### config.mk
export PLATFORM = sky130hd
export DESIGN_NAME = bhpq_ctrl
export DESIGN_NICKNAME = d
export VERILOG_FILES = /design/src/sv/bhpq_pkg.sv /design/src/sv/bhpq_ctrl.sv
export SDC_FILE = /design/constraint.sdc
export NUM_CORES = 1
export LEC_CHECK = 0
export BUFFER_PORTS_ARGS = -buffer_cell sky130_fd_sc_hd__buf_2
export CORE_MARGIN = 2
export CORE_UTILIZATION = 25
export CTS_BUF_LIST = sky130_fd_sc_hd__clkbuf_16
export DETAILED_ROUTE_END_ITERATION = 8
export SLEW_MARGIN = 0
export SYNTH_ARGS = -nofsm -noshare
export SYNTH_HDL_FRONTEND = slang
export SYNTH_SLANG_ARGS = --single-unit
### constraint.sdc
create_clock -name clk -period 17 [get_ports clk]
set_input_delay 4.25 -clock clk [delete_from_list [all_inputs] [get_ports clk]]
set_output_delay 4.25 -clock clk [all_outputs]
set_load 0.01 [all_outputs]
### src/sv/bhpq_pkg.sv
// ----------------------------------------------------------------------------
// bhpq_pkg
// shared codes and control types of the binary heap priority queue
// ----------------------------------------------------------------------------
package bhpq_pkg;

  // operation codes on in_op
  localparam logic OP_PUT = 1'b0;
  localparam logic OP_POP = 1'b1;

  // result status codes
  typedef enum logic [1:0] {
    ST_OK    = 2'd0,
    ST_EMPTY = 2'd1,
    ST_FULL  = 2'd2
  } status_t;

  // completion info from the sequencer
  typedef struct packed {
    logic    done;
    status_t status;
  } res_t;

endpackage

### src/sv/bhpq_ctrl.sv
// ----------------------------------------------------------------------------
// bhpq_ctrl
// sift sequencer: walks the heap one level per cycle through the store
// ----------------------------------------------------------------------------
module bhpq_ctrl #(
  parameter int DEPTH      = 1024,
  parameter int KEY_WIDTH  = 32,
  parameter int DATA_WIDTH = 16,
  localparam int AW        = $clog2(DEPTH),
  localparam int CNT_W     = $clog2(DEPTH + 1),
  localparam int EW        = KEY_WIDTH + DATA_WIDTH
) (
  input  logic                  clk,
  input  logic                  rst_n,
  input  logic                  start,
  input  logic                  op,
  input  logic [KEY_WIDTH-1:0]  entry_key,
  input  logic [DATA_WIDTH-1:0] entry_data,
  input  logic                  order_mode,
  output logic                  busy,
  // store access
  output logic                  mem_we,
  output logic [AW-1:0]         mem_waddr,
  output logic [EW-1:0]         mem_wdata,
  output logic [AW-1:0]         mem_raddr_a,
  output logic [AW-1:0]         mem_raddr_b,
  input  logic [EW-1:0]         mem_rdata_a,
  input  logic [EW-1:0]         mem_rdata_b,
  // completion
  output bhpq_pkg::res_t        res,
  output logic [KEY_WIDTH-1:0]  res_popped_key,
  output logic [DATA_WIDTH-1:0] res_popped_data,
  output logic [KEY_WIDTH-1:0]  res_top_key,
  output logic [DATA_WIDTH-1:0] res_top_data,
  output logic [CNT_W-1:0]      res_count
);

  localparam int CW = AW + 1;

  typedef enum logic [2:0] {
    S_IDLE,
    S_UP,
    S_LAST,
    S_DOWN,
    S_PLACE
  } state_t;

  state_t                state_r, state_nxt;
  logic [CNT_W-1:0]      cnt_r, cnt_nxt;
  logic                  op_r, op_nxt;
  logic [AW-1:0]         pos_r, pos_nxt;
  logic [EW-1:0]         ent_r, ent_nxt;
  logic [EW-1:0]         pop_r, pop_nxt;
  logic [EW-1:0]         root_r, root_nxt;

  logic [AW-1:0]         up_idx;
  logic [AW-1:0]         up_up_idx;
  logic [CW-1:0]         lch, rch, n_ext, nl;
  logic [KEY_WIDTH-1:0]  a_key, b_key, ent_key, best_key;
  logic [EW-1:0]         best_ent;
  logic [AW-1:0]         best_idx;
  logic                  take_r;
  logic                  done_pop;
  logic [EW-1:0]         popped;

  function automatic logic key_before(input logic mode, input logic [KEY_WIDTH-1:0] a,
                                      input logic [KEY_WIDTH-1:0] b);
    return mode ? (a > b) : (a < b);
  endfunction

  assign up_idx    = (pos_r - AW'(1)) >> 1;
  assign up_up_idx = (up_idx - AW'(1)) >> 1;
  assign lch       = {pos_r, 1'b1};
  assign rch       = lch + CW'(1);
  assign n_ext     = CW'(cnt_r);
  assign a_key     = mem_rdata_a[DATA_WIDTH +: KEY_WIDTH];
  assign b_key     = mem_rdata_b[DATA_WIDTH +: KEY_WIDTH];
  assign ent_key   = ent_r[DATA_WIDTH +: KEY_WIDTH];

  // right child wins when present, unless the left one is strictly before it
  assign take_r   = (rch < n_ext) && !key_before(order_mode, a_key, b_key);
  assign best_ent = take_r ? mem_rdata_b : mem_rdata_a;
  assign best_key = best_ent[DATA_WIDTH +: KEY_WIDTH];
  assign best_idx = take_r ? AW'(rch) : AW'(lch);
  assign nl       = {best_idx, 1'b1};

  always_comb begin
    state_nxt   = state_r;
    cnt_nxt     = cnt_r;
    op_nxt      = op_r;
    pos_nxt     = pos_r;
    ent_nxt     = ent_r;
    pop_nxt     = pop_r;
    mem_we      = 1'b0;
    mem_waddr   = '0;
    mem_wdata   = '0;
    mem_raddr_a = '0;
    mem_raddr_b = '0;
    res.done    = 1'b0;
    res.status  = bhpq_pkg::ST_OK;
    done_pop    = 1'b0;
    popped      = pop_r;
    case (state_r)
      S_IDLE: begin
        popped = root_r;
        if (start) begin
          op_nxt = op;
          if (op == bhpq_pkg::OP_PUT) begin
            if (cnt_r == CNT_W'(DEPTH)) begin
              res.done   = 1'b1;
              res.status = bhpq_pkg::ST_FULL;
            end else if (cnt_r == '0) begin
              mem_we    = 1'b1;
              mem_wdata = {entry_key, entry_data};
              cnt_nxt   = CNT_W'(1);
              res.done  = 1'b1;
            end else begin
              ent_nxt     = {entry_key, entry_data};
              pos_nxt     = AW'(cnt_r);
              mem_raddr_a = (AW'(cnt_r) - AW'(1)) >> 1;
              state_nxt   = S_UP;
            end
          end else begin
            if (cnt_r == '0) begin
              res.done   = 1'b1;
              res.status = bhpq_pkg::ST_EMPTY;
            end else begin
              pop_nxt = root_r;
              cnt_nxt = cnt_r - CNT_W'(1);
              pos_nxt = '0;
              if (cnt_r == CNT_W'(1)) begin
                res.done = 1'b1;
                done_pop = 1'b1;
              end else begin
                mem_raddr_a = AW'(cnt_r - CNT_W'(1));
                state_nxt   = S_LAST;
              end
            end
          end
        end
      end
      S_UP: begin
        // parent sits in read port a
        mem_we    = 1'b1;
        mem_waddr = pos_r;
        if (key_before(order_mode, ent_key, a_key)) begin
          mem_wdata = mem_rdata_a;
          pos_nxt   = up_idx;
          if (up_idx == '0) begin
            state_nxt = S_PLACE;
          end else begin
            mem_raddr_a = up_up_idx;
          end
        end else begin
          mem_wdata = ent_r;
          cnt_nxt   = cnt_r + CNT_W'(1);
          res.done  = 1'b1;
          state_nxt = S_IDLE;
        end
      end
      S_LAST: begin
        // last entry arrives, it becomes the moving entry
        ent_nxt = mem_rdata_a;
        if (lch >= n_ext) begin
          mem_we    = 1'b1;
          mem_waddr = pos_r;
          mem_wdata = mem_rdata_a;
          res.done  = 1'b1;
          done_pop  = 1'b1;
          state_nxt = S_IDLE;
        end else begin
          mem_raddr_a = AW'(lch);
          mem_raddr_b = AW'(rch);
          state_nxt   = S_DOWN;
        end
      end
      S_DOWN: begin
        mem_we    = 1'b1;
        mem_waddr = pos_r;
        if (key_before(order_mode, ent_key, best_key)) begin
          mem_wdata = ent_r;
          res.done  = 1'b1;
          done_pop  = 1'b1;
          state_nxt = S_IDLE;
        end else begin
          mem_wdata = best_ent;
          pos_nxt   = best_idx;
          if (nl >= n_ext) begin
            state_nxt = S_PLACE;
          end else begin
            mem_raddr_a = AW'(nl);
            mem_raddr_b = AW'(nl + CW'(1));
          end
        end
      end
      S_PLACE: begin
        mem_we    = 1'b1;
        mem_waddr = pos_r;
        mem_wdata = ent_r;
        res.done  = 1'b1;
        if (op_r == bhpq_pkg::OP_PUT) begin
          cnt_nxt = cnt_r + CNT_W'(1);
        end else begin
          done_pop = 1'b1;
        end
        state_nxt = S_IDLE;
      end
      default: begin
        state_nxt = S_IDLE;
      end
    endcase
  end

  // root copy follows every write to the root slot
  assign root_nxt = (mem_we && mem_waddr == '0) ? mem_wdata : root_r;

  assign busy            = (state_r != S_IDLE);
  assign res_popped_key  = done_pop ? popped[DATA_WIDTH +: KEY_WIDTH] : '0;
  assign res_popped_data = done_pop ? popped[DATA_WIDTH-1:0] : '0;
  assign res_count       = cnt_nxt;
  assign res_top_key     = (cnt_nxt != '0) ? root_nxt[DATA_WIDTH +: KEY_WIDTH] : '0;
  assign res_top_data    = (cnt_nxt != '0) ? root_nxt[DATA_WIDTH-1:0] : '0;

  always_ff @(posedge clk) begin
    if (!rst_n) begin
      state_r <= S_IDLE;
      cnt_r   <= '0;
      op_r    <= bhpq_pkg::OP_PUT;
    end else begin
      state_r <= state_nxt;
      cnt_r   <= cnt_nxt;
      op_r    <= op_nxt;
    end
  end

  always_ff @(posedge clk) begin
    pos_r  <= pos_nxt;
    ent_r  <= ent_nxt;
    pop_r  <= pop_nxt;
    root_r <= root_nxt;
  end

endmodule

* Word-level counts from Yosys, hierarchy flattened *
Index checks and enable logic that the tools add are counted.

storage, ports and cells
  register bits = 169
  input port bits = 149
  output and inout bits = 190

operators by class
  add/sub/neg operators = 7
  $lt $le $gt $ge = 9
  equality and inequality tests = 16
  multiplexer cells = 92
  bitwise gates (word level) = 1
  reductions and logical operators = 17

operators by type and width
  cell                                                count
  two-way mux 48 bit                                  14
  case mux 48 bit (5 select lines)                    1
  two-way mux 10 bit                                  19
  greater-than comparator 32 bit                      3
  < comparator 32 bit                                 3
  case mux 48 bit (2 select lines)                    1
  two-way mux 11 bit                                  7
  two-way mux 32 bit                                  2
  case mux 10 bit (2 select lines)                    2
  case mux 10 bit (4 select lines)                    1
  two-way mux 3 bit                                   12
  two-way mux 9 bit                                   4
  case mux 11 bit (3 select lines)                    1
  two-way mux 16 bit                                  2
  case mux 10 bit (3 select lines)                    1
  adder 11 x 1 -> 11 bit, second input constant       2
  greater-or-equal comparator 11 bit                  2
  logical NOT 10 bit                                  2
  subtractor 10 x 1 -> 10 bit, second input constant  2
  two-way mux 1 bit                                   18
  inequality test 2 bit, second input constant        6
  inequality test 3 bit, second input constant        4
  case mux 3 bit (4 select lines)                     1
  AND reduction 6 bit                                 2
  other kinds (25)                                    30

* Logic depth before layout (Yosys ltp) *
Gate-level depths: netlist of the first run.

  word-level depth = 11
  mapped depth = 29

* Worst setup path after synthesis of the first run *
No wires, ideal clock.

  path kind = input port to output port
  start point = input port mem_rdata_b[27]
  end point = output port res_top_data[1]
  data arrival time = 9.207 ns
  slack = 3.543 ns
  stages on the path = 24
  path buffers = 4
  path through = inv_1 > ha_1 > and3_4 > a2111oi_2 > o21bai_1 > o21a_1 > or3_1 > buf_2 > nand2_1 > buf_2 > buf_2 > a21oi_1 > ha_1 > a21oi_1 > nand2_1 > a221oi_1 > a31oi_1 > a2111oi_4 > mux2_2 > a21oi_2 > buf_2 > a222oi_1 > a21boi_1 > a211oi_1

on the way
  longest elaborated chain between the ends = 11
  elaborated cells between the ends (all ways) = 13

ends and longest elaborated chain
  what                                                                          line              source
  from (decl)                                                                   bhpq_ctrl.sv:28   input logic [EW-1:0] mem_rdata_b,
  < comparator 32 bit / greater-than comparator 32 bit (equally long branches)  bhpq_ctrl.sv:68   return mode ? (a > b) : (a < b);
  two-way mux 1 bit                                                             bhpq_ctrl.sv:68
  logical NOT 1 bit                                                             bhpq_ctrl.sv:81   assign take_r = (rch < n_ext) && !key_before(order_mode, a_key, b_key);
  logical AND 1 bit                                                             bhpq_ctrl.sv:81
  two-way mux 48 bit (*)                                                        bhpq_ctrl.sv:82   assign best_ent = take_r ? mem_rdata_b : mem_rdata_a;
  < comparator 32 bit / greater-than comparator 32 bit (equally long branches)  bhpq_ctrl.sv:68
  two-way mux 1 bit                                                             bhpq_ctrl.sv:68
  two-way mux 48 bit (*)                                                        bhpq_ctrl.sv:180  if (key_before(order_mode, ent_key, best_key)) begin
  case mux 48 bit (5 select lines) (*)                                          bhpq_ctrl.sv:103  case (state_r)
  two-way mux 48 bit (*)                                                        bhpq_ctrl.sv:215  assign root_nxt = (mem_we && mem_waddr == '0) ? mem_wdata : root_r;
  two-way mux 16 bit (*)                                                        bhpq_ctrl.sv:222  assign res_top_data = (cnt_nxt != '0) ? root_nxt[DATA_WIDTH-1:0] : '0;
  to (decl)                                                                     bhpq_ctrl.sv:34   output logic [DATA_WIDTH-1:0] res_top_data,

Every way passes the cells marked *; elsewhere a longest branch is shown, timed or not.

* Worst setup path after layout of the first run *
  start point = input port mem_rdata_a[43]
  end point = output port res_top_data[15]

on the way
  longest elaborated chain between the ends = 11
  elaborated cells between the ends (all ways) = 20

ends and longest elaborated chain
  what                                                                          line              source
  from (decl)                                                                   bhpq_ctrl.sv:27   input logic [EW-1:0] mem_rdata_a,
  < comparator 32 bit / greater-than comparator 32 bit (equally long branches)  bhpq_ctrl.sv:68
  two-way mux 1 bit                                                             bhpq_ctrl.sv:68
  logical NOT 1 bit                                                             bhpq_ctrl.sv:81
  logical AND 1 bit                                                             bhpq_ctrl.sv:81
  two-way mux 48 bit                                                            bhpq_ctrl.sv:82
  < comparator 32 bit / greater-than comparator 32 bit (equally long branches)  bhpq_ctrl.sv:68
  two-way mux 1 bit                                                             bhpq_ctrl.sv:68
  two-way mux 48 bit                                                            bhpq_ctrl.sv:180
  case mux 48 bit (5 select lines)                                              bhpq_ctrl.sv:103
  two-way mux 48 bit                                                            bhpq_ctrl.sv:215
  two-way mux 16 bit (*)                                                        bhpq_ctrl.sv:222

Marked as above.

==> summary.md, run 1 <==
Global routing
• 0 — remaining global-route overflow
• 24 — antenna violations before repair
• 14,330 — vias in the first global route
• 0.2066 — overall routing resource usage
• 96 — largest net degree at the start of global routing
• 91,860 microns — first-pass GRT wire length

CTS
• clkbuf_16 — cell at the root of the clock tree
• 0 — post-cts gate resize count
• 4 — H-tree levels
• 80 ps — clock-pin transition on the worst setup and hold timing paths
• built — clock tree from TritonCTS
• 2 — clock buffer depth
• 0 — # Post-CTS Setup Buffers
• 0 — hold buffer count at cts
• 17 — number of buffers created by CTS
• 169 — Sink Count
• 500 ps — latest clock arrival within the worst-skew pair

Yosys
• edfxtp_1 — Top FF cell, synth
• 0.01421 sq mm — Synth Cell Area
• 88 — number of unique standard cell types used by synthesis
• 106 — number of enable-type register cells in the synthesized netlist
• 0.3128 — post-synthesis sequential area ratio
• 8.122 sq um — per-instance average area after synthesis
• 2,032 — number of nets produced by synthesis
• 1,749 — Mapped Cells
• 0 — Async SR Flop Fraction
• 169 — Seq cells post-synth
• 0 — Yosys warning count

Finish
• buf_2, nand2_1, a21oi_1 — top library cells by usage in the layout, fill and taps aside
• 6,069 — fillers
• buf_2 — most common cell after layout, fill and taps aside
• 0.2271 — fraction of layout cells with a size suffix above 1
• 21.13% — Area Growth Syn to Fin
• 2,797 — number of standard cells in the final layout excluding fillers
• 2,300 — post-layout net count

Drt
• 0 — DRC violation count after routing
• 8 — first drt pass iteration count
• 14,970 — Vias
• 0 — DRT antenna net count
• 62,170 microns — Total Routed Length
• 22.23 microns — routed wirelength normalized by instance count
• 1,402 — DRC violation total after the first TritonRoute iteration
• 5.351 — average via count per standard cell

Worst hold path
• flop to flop — Hold WC Path Type
• root_r[41] — Hold Startpoint
• 0 — depth of the worst hold-timing path
• pop_r[41] — Min-Delay Endpoint

STA
• 1183 ps — measured slew at the worst slew-check pin
• 61.79 MHz — maximum clock frequency
• 816.1 ps — worst setup margin
• false — setup repair after global routing missed its margin
• 16,180 ps — post-layout min period
• 0 — final-report setup violation count
• 0.9520 — share of the clock period used by the worst path after layout
• 0 — max-slew violation count
• 0 ps — Total Neg Setup Slack
• 0.2055 — remaining max-slew budget at the tightest pin
• 0 — Hold Vio Cnt, Final
• 458.7 ps — Hold Worst Slack
• 16.42 ps — skew final

Status
• complete, no violations — run status

Worst setup path
• 12,750 ps — required arrival time at the worst endpoint
• input port to output pin — critical path class
• pos_r[2] — launching point of the worst reg2reg path
• root_r[15] — critical register-to-register path endpoint
• output pin — type of destination of the critical path
• 36 — top fanout value on the critical path
• 23 — cell count of the worst reg-to-reg path
• input port — sort of element at the start of the critical path
• mem_rdata_a[43] — crit path from
• 7950 ps — setup slack of the most critical reg-to-reg path
• 11,930 ps — critical path data arrival time

Power and ir drop
• 2347 uW — switching component of the power
• 250.3 mW/mm^2 — PD cells
• 0.5449 — switching power share of the total
• 0.2322 mV — VDD IR max
• 4307 uW — post-layout power
• 1960 uW — cell-internal power
• 0.209 — share of power burned in registers
• 0.695 — portion of total power attributed to combinational logic
• 0.097 — clock share of power
• 0.007791 uW — leakage power summed over all cells

Placed design
• 2,754 — total placed cells including tap cells
• 0.9346 — final weighted congestion in routability-driven placement
• 794.7 ps — post-placement worst setup slack
• 337 — # port buffers
• 47,560 microns — sum of net half-perimeters after detailed placement

Floorplan
• 87 — number of placement rows
• 242.4 microns — chip width
• 242.4 microns — height of the die
• 0.05628 sq mm — placeable core region
• 339 — boundary pin count
• 0.2524 — Starting Density
• 0.05875 sq mm — Die Outline Area

Flow run
• 0 — total of max-cap violations

## kinds of logic (layout without fill, tap and decap cells)
kind of cell    Yosys count  in the layout  share of synthesized area
flops                   169            169                     0.3128
simple gates            574            574                     0.1877
other cells               1             12                  0.0002640
fa+ha+maj               134            134                     0.1180
xor+xnor                 40             40                    0.02466
compound gates          563            563                     0.2753
buf+inv                 260            541                    0.07548
mux                       8              8                   0.005725
## registers in the layout (all words and copies together) (netlist names)
register	count
state_r	3
pop_r	48
root_r	48
op_r	1
cnt_r	11
ent_r	48
pos_r	10
## worst max-delay path by stage
stage                       endpoint  slack (ps)  cells after the start
global route        res_top_data[15]         380                     24
floorplan            res_top_data[1]        3540                     24
global placement    res_top_data[15]         990                     23
CTS                 res_top_data[15]         780                     22
detailed placement  res_top_data[15]         790                     22
finish              res_top_data[15]         820                     22
## through the flow
step | instance area, sq um | util
after floorplan | 14210 | -
after global placement | 16570 | 0.2945
after detailed placement | 16570 | 0.2945
after CTS | 17180 | 0.3053
after global routing | 17190 | 0.3055
final | 17210 | 0.3058
## critical path: stages
cell and delay, ps:
buf_2 120, ha_1 320, a21oi_1 150, o21ai_0 210, a211oi_1 280, nor2_1 120
or2_2 350, or3_1 480, nand2_1 700, buf_4 330, a21oi_1 130, ha_1 320
nand4_1 140, or4_1 590, a31oi_1 440, a2111oi_4 130, mux2_2 930, inv_1 230
a21o_1 540, a21boi_0 780, a211oi_1 160, buf_2 180
## power by group through the flow
stage / clock network (uW) / registers [uW] / logic, uW
floorplan: 0 / 810 / 2000
global placement: 0 / 895 / 2960
global route: 441 / 923 / 3260
detailed placement: 0 / 900 / 2980
finish: 416 / 899 / 2990
CTS: 431 / 893 / 2990
## per-layer routing
| metal | routed length [microns] | GRT usage | vias up |
|---|---|---|---|
| met5 | 146 | 0 | - |
| met4 | 2658 | 0.1015 | 24 |
| met2 | 28750 | 0.3327 | 717 |
| met3 | 5160 | 0.05240 | 119 |
| met1 | 25450 | 0.2562 | 7142 |
| li1 | - | - | 6964 |
## synth_stat cells (8+ instances only)
cell type / n / area share
nand2_1: 253 / 0.067
a21oi_1: 199 / 0.070
inv_1: 145 / 0.038
ha_1: 134 / 0.12
edfxtp_1: 106 / 0.22
nor2_1: 102 / 0.027
o21ai_0: 84 / 0.030
clkbuf_1: 79 / 0.021
dfxtp_1: 63 / 0.089
nor3_1: 56 / 0.020
a222oi_1: 48 / 0.034
a211oi_1: 38 / 0.020
nand3_1: 37 / 0.013
o21a_1: 36 / 0.019
xnor2_1: 29 / 0.018
nand4_1: 22 / 0.0097
buf_2: 21 / 0.0074
a211oi_2: 20 / 0.018
or3_1: 17 / 0.0075
a21o_1: 15 / 0.0079
nor2b_1: 15 / 0.0066
and2_1: 14 / 0.0062
and3_1: 14 / 0.0062
xor2_1: 11 / 0.0068
nand2b_1: 9 / 0.0040
o21ai_1: 9 / 0.0032
a21boi_2: 8 / 0.0063
o221ai_1: 8 / 0.0049
## area by class of cell
class	instances	area (sq um)	share of cell area
diodes	11	27.53	0.001600
flip-flops and latches	169	4444	0.2583
clock buffers	17	425.4	0.02472
multi-input cells	1320	8758	0.5090
clock inverters	15	180.2	0.01047
well taps	756	945.9	0.05497
repair buffers	362	1874	0.1089
inverters	147	551.8	0.03207
(Power assumes the default switching activity.)
==> run 2, diff against run 1 <==
--- a/config.mk
+++ b/config.mk
@@ -12,2 +12,3 @@
 export DETAILED_ROUTE_END_ITERATION = 8
+export GPL_ROUTABILITY_DRIVEN = 0
 export SLEW_MARGIN = 0
==> constraint.sdc (replaced) <==
create_clock -name clk -period 17 [get_ports clk]
set_input_delay 0.85 -clock clk [delete_from_list [all_inputs] [get_ports clk]]
set_output_delay 0.85 -clock clk [all_outputs]
set_load 0.005 [all_outputs]
==> run 2 against run 1 <==
Utilization fell by 0.19 points. Clock skew fell by 3.8 ps. Highest routed layer unchanged. Clock-buffer cell count did not move. Setup slack improved by 6100 ps. Critical endpoint unchanged. Die area did not move. Via count rose by 0.58%. Routed wire length fell by 0.88%. Final area fell by 0.63%.
==> summary.md, run 2 (synthesized netlist as in run 1, its figures left out) <==
Status
• complete, no violations — run status, unchanged

STA
• 0 — max-slew violation count, unchanged
• 0.1809 — remaining max-slew budget at the tightest pin, was 0.2055
• 6895 ps — worst setup margin, was 816.1 ps
• 459.6 ps — Hold Worst Slack, was 458.7 ps
• 0 — Hold Vio Cnt, Final, unchanged
• 12.66 ps — skew final, was 16.42 ps
• 98.96 MHz — maximum clock frequency, was 61.79 MHz
• 0.5944 — share of the clock period used by the worst path after layout, was 0.9520
• 1229 ps — measured slew at the worst slew-check pin, was 1183 ps
• 0 ps — Total Neg Setup Slack, unchanged
• 10,110 ps — post-layout min period, was 16,180 ps
• false — setup repair after global routing missed its margin, unchanged
• 0 — final-report setup violation count, unchanged

CTS
• 0 — # Post-CTS Setup Buffers, unchanged
• built — clock tree from TritonCTS, unchanged
• 0 — post-cts gate resize count, unchanged
• 17 — number of buffers created by CTS, unchanged
• 500 ps — latest clock arrival within the worst-skew pair, about the same
• 169 — Sink Count, unchanged
• 0 — hold buffer count at cts, unchanged
• 2 — clock buffer depth, unchanged
• clkbuf_16 — cell at the root of the clock tree, unchanged
• 80 ps — clock-pin transition on the worst setup and hold timing paths, about the same
• 4 — H-tree levels, unchanged

Global routing
• 14,440 — vias in the first global route, was 14,330
• 91,110 microns — first-pass GRT wire length, was 91,860 microns
• 25 — antenna violations before repair, was 24
• 94 — largest net degree at the start of global routing, was 96
• 0.2040 — overall routing resource usage, was 0.2066
• 0 — remaining global-route overflow, unchanged

Drt
• 1,714 — DRC violation total after the first TritonRoute iteration, was 1,402
• 0 — DRC violation count after routing, unchanged
• 15,050 — Vias, was 14,970
• 0 — DRT antenna net count, unchanged
• 61,620 microns — Total Routed Length, was 62,170 microns
• 5.397 — average via count per standard cell, was 5.351
• 22.09 microns — routed wirelength normalized by instance count, was 22.23 microns
• 9 — first drt pass iteration count, was 8

Finish
• 20.37% — Area Growth Syn to Fin, was 21.13%
• 0.2240 — fraction of layout cells with a size suffix above 1, was 0.2271
• buf_2, nand2_1, a21oi_1 — top library cells by usage in the layout, fill and taps aside, unchanged
• 2,292 — post-layout net count, was 2,300
• ent_r x48, pop_r x48, root_r x48 — largest registers in the final layout, unchanged
• buf_2 — most common cell after layout, fill and taps aside, unchanged

Worst setup path
• 8300 ps — setup slack of the most critical reg-to-reg path, was 7950 ps
• 9260 ps — critical path data arrival time, was 11,930 ps
• flop to output pin — critical path class, was input port to output pin
• 16,150 ps — required arrival time at the worst endpoint, was 12,750 ps
• 36 — top fanout value on the critical path, unchanged
• output pin — type of destination of the critical path, unchanged
• 24 — cell count of the worst reg-to-reg path, was 23
• pos_r[2] — launching point of the worst reg2reg path, unchanged
• root_r[15] — critical register-to-register path endpoint, unchanged
• flop — sort of element at the start of the critical path, was input port
• res_top_data[15] — capture point of the worst path, unchanged
• pos_r[2] — crit path from, was mem_rdata_a[43]

Worst hold path
• flop to flop — Hold WC Path Type, unchanged

Power and ir drop
• 0.098 — clock share of power, was 0.097
• 0.220 — share of power burned in registers, was 0.209
• 0.1477 mV — VDD IR max, was 0.2322 mV
• 240.5 mW/mm^2 — PD cells, was 250.3 mW/mm^2
• 2171 uW — switching component of the power, was 2347 uW
• 1941 uW — cell-internal power, was 1960 uW
• 0.007736 uW — leakage power summed over all cells, was 0.007791 uW
• 0.682 — portion of total power attributed to combinational logic, was 0.695
• 0.5280 — switching power share of the total, was 0.5449

Floorplan
• 0.05628 sq mm — placeable core region, unchanged
• 242.4 microns — chip width, unchanged
• 0.05875 sq mm — Die Outline Area, unchanged
• 339 — boundary pin count, unchanged
• 242.4 microns — height of the die, unchanged
• 0.2524 — Starting Density, unchanged
• 87 — number of placement rows, unchanged

Flow run
• 0 — total of max-cap violations, unchanged

Placed design
• 46,540 microns — sum of net half-perimeters after detailed placement, was 47,560 microns
• 7417 ps — post-placement worst setup slack, was 794.7 ps
• 337 — # port buffers, unchanged

==> run 2: how the worst min path moves through the flow <==
stage | startpoint | slack, ps | depth (start not counted) | end
CTS | root_r[32] | 460 | 0 | pop_r[32]
detailed placement | root_r[32] | 440 | 0 | pop_r[32]
floorplan | root_r[0] | 430 | 0 | pop_r[0]
finish | root_r[32] | 460 | 0 | pop_r[32]
global route | root_r[40] | 470 | 0 | pop_r[40]
global placement | root_r[2] | 440 | 0 | pop_r[2]
==> run 2: metal layers <==
metal  part of all wire  GRT usage  up-vias
li1                   -          -     6955
met1               0.41     0.2579     7259
met2               0.47     0.3390      723
met3              0.086    0.04509      106
met4              0.028    0.07607       10
met5             0.0011          0        -
==> run 2: critical path: stages, from the launching register on <==
cell and delay [ps]:
edfxtp_1 690, and3_1 370, nand3_1 150, xnor2_1 270, ha_1 290, a211o_1 310
nor2_1 90, a211oi_1 80, o22ai_1 360, nand2_1 180, or3_1 450, nand2_1 280
buf_4 430, a21oi_1 170, ha_1 350, nand4_1 160, nor4_1 620, o21ai_0 220
a31oi_1 320, a2111oi_4 120, mux2_2 850, inv_1 210, a21o_1 550, a21boi_0 830
a211oi_1 170, buf_2 180
==> run 2: layout make-up <==
class	count	area, sq um
multi-input cells	1320	8753
clock inverters	15	137.6
repair buffers	354	1814
inverters	147	551.8
fillers	6042	39180
diodes	11	27.53
clock buffers	17	425.4
flip-flops and latches	169	4444
well taps	756	945.9
==> run 2: power groups by stage <==
stage	Clock, uW	Sequential (uW)	Combinational [uW]
floorplan	0	810	1850
global placement	0	894	2760
detailed placement	0	905	2790
CTS	414	897	2800
global route	423	928	3070
finish	405	904	2800
==> run 2: through the flow <==
step / utilization / std cells / total power, uW / cell area, sq um
floorplan: - / 1749 / 2663 / 14210
global route: 0.3037 / 2785 / 4416 / 17090
CTS: 0.3034 / 2778 / 4115 / 17070
finish: 0.3039 / 2789 / 4112 / 17100
detailed placement: 0.2934 / 2746 / 3695 / 16510
global placement: 0.2934 / 2746 / 3651 / 16510
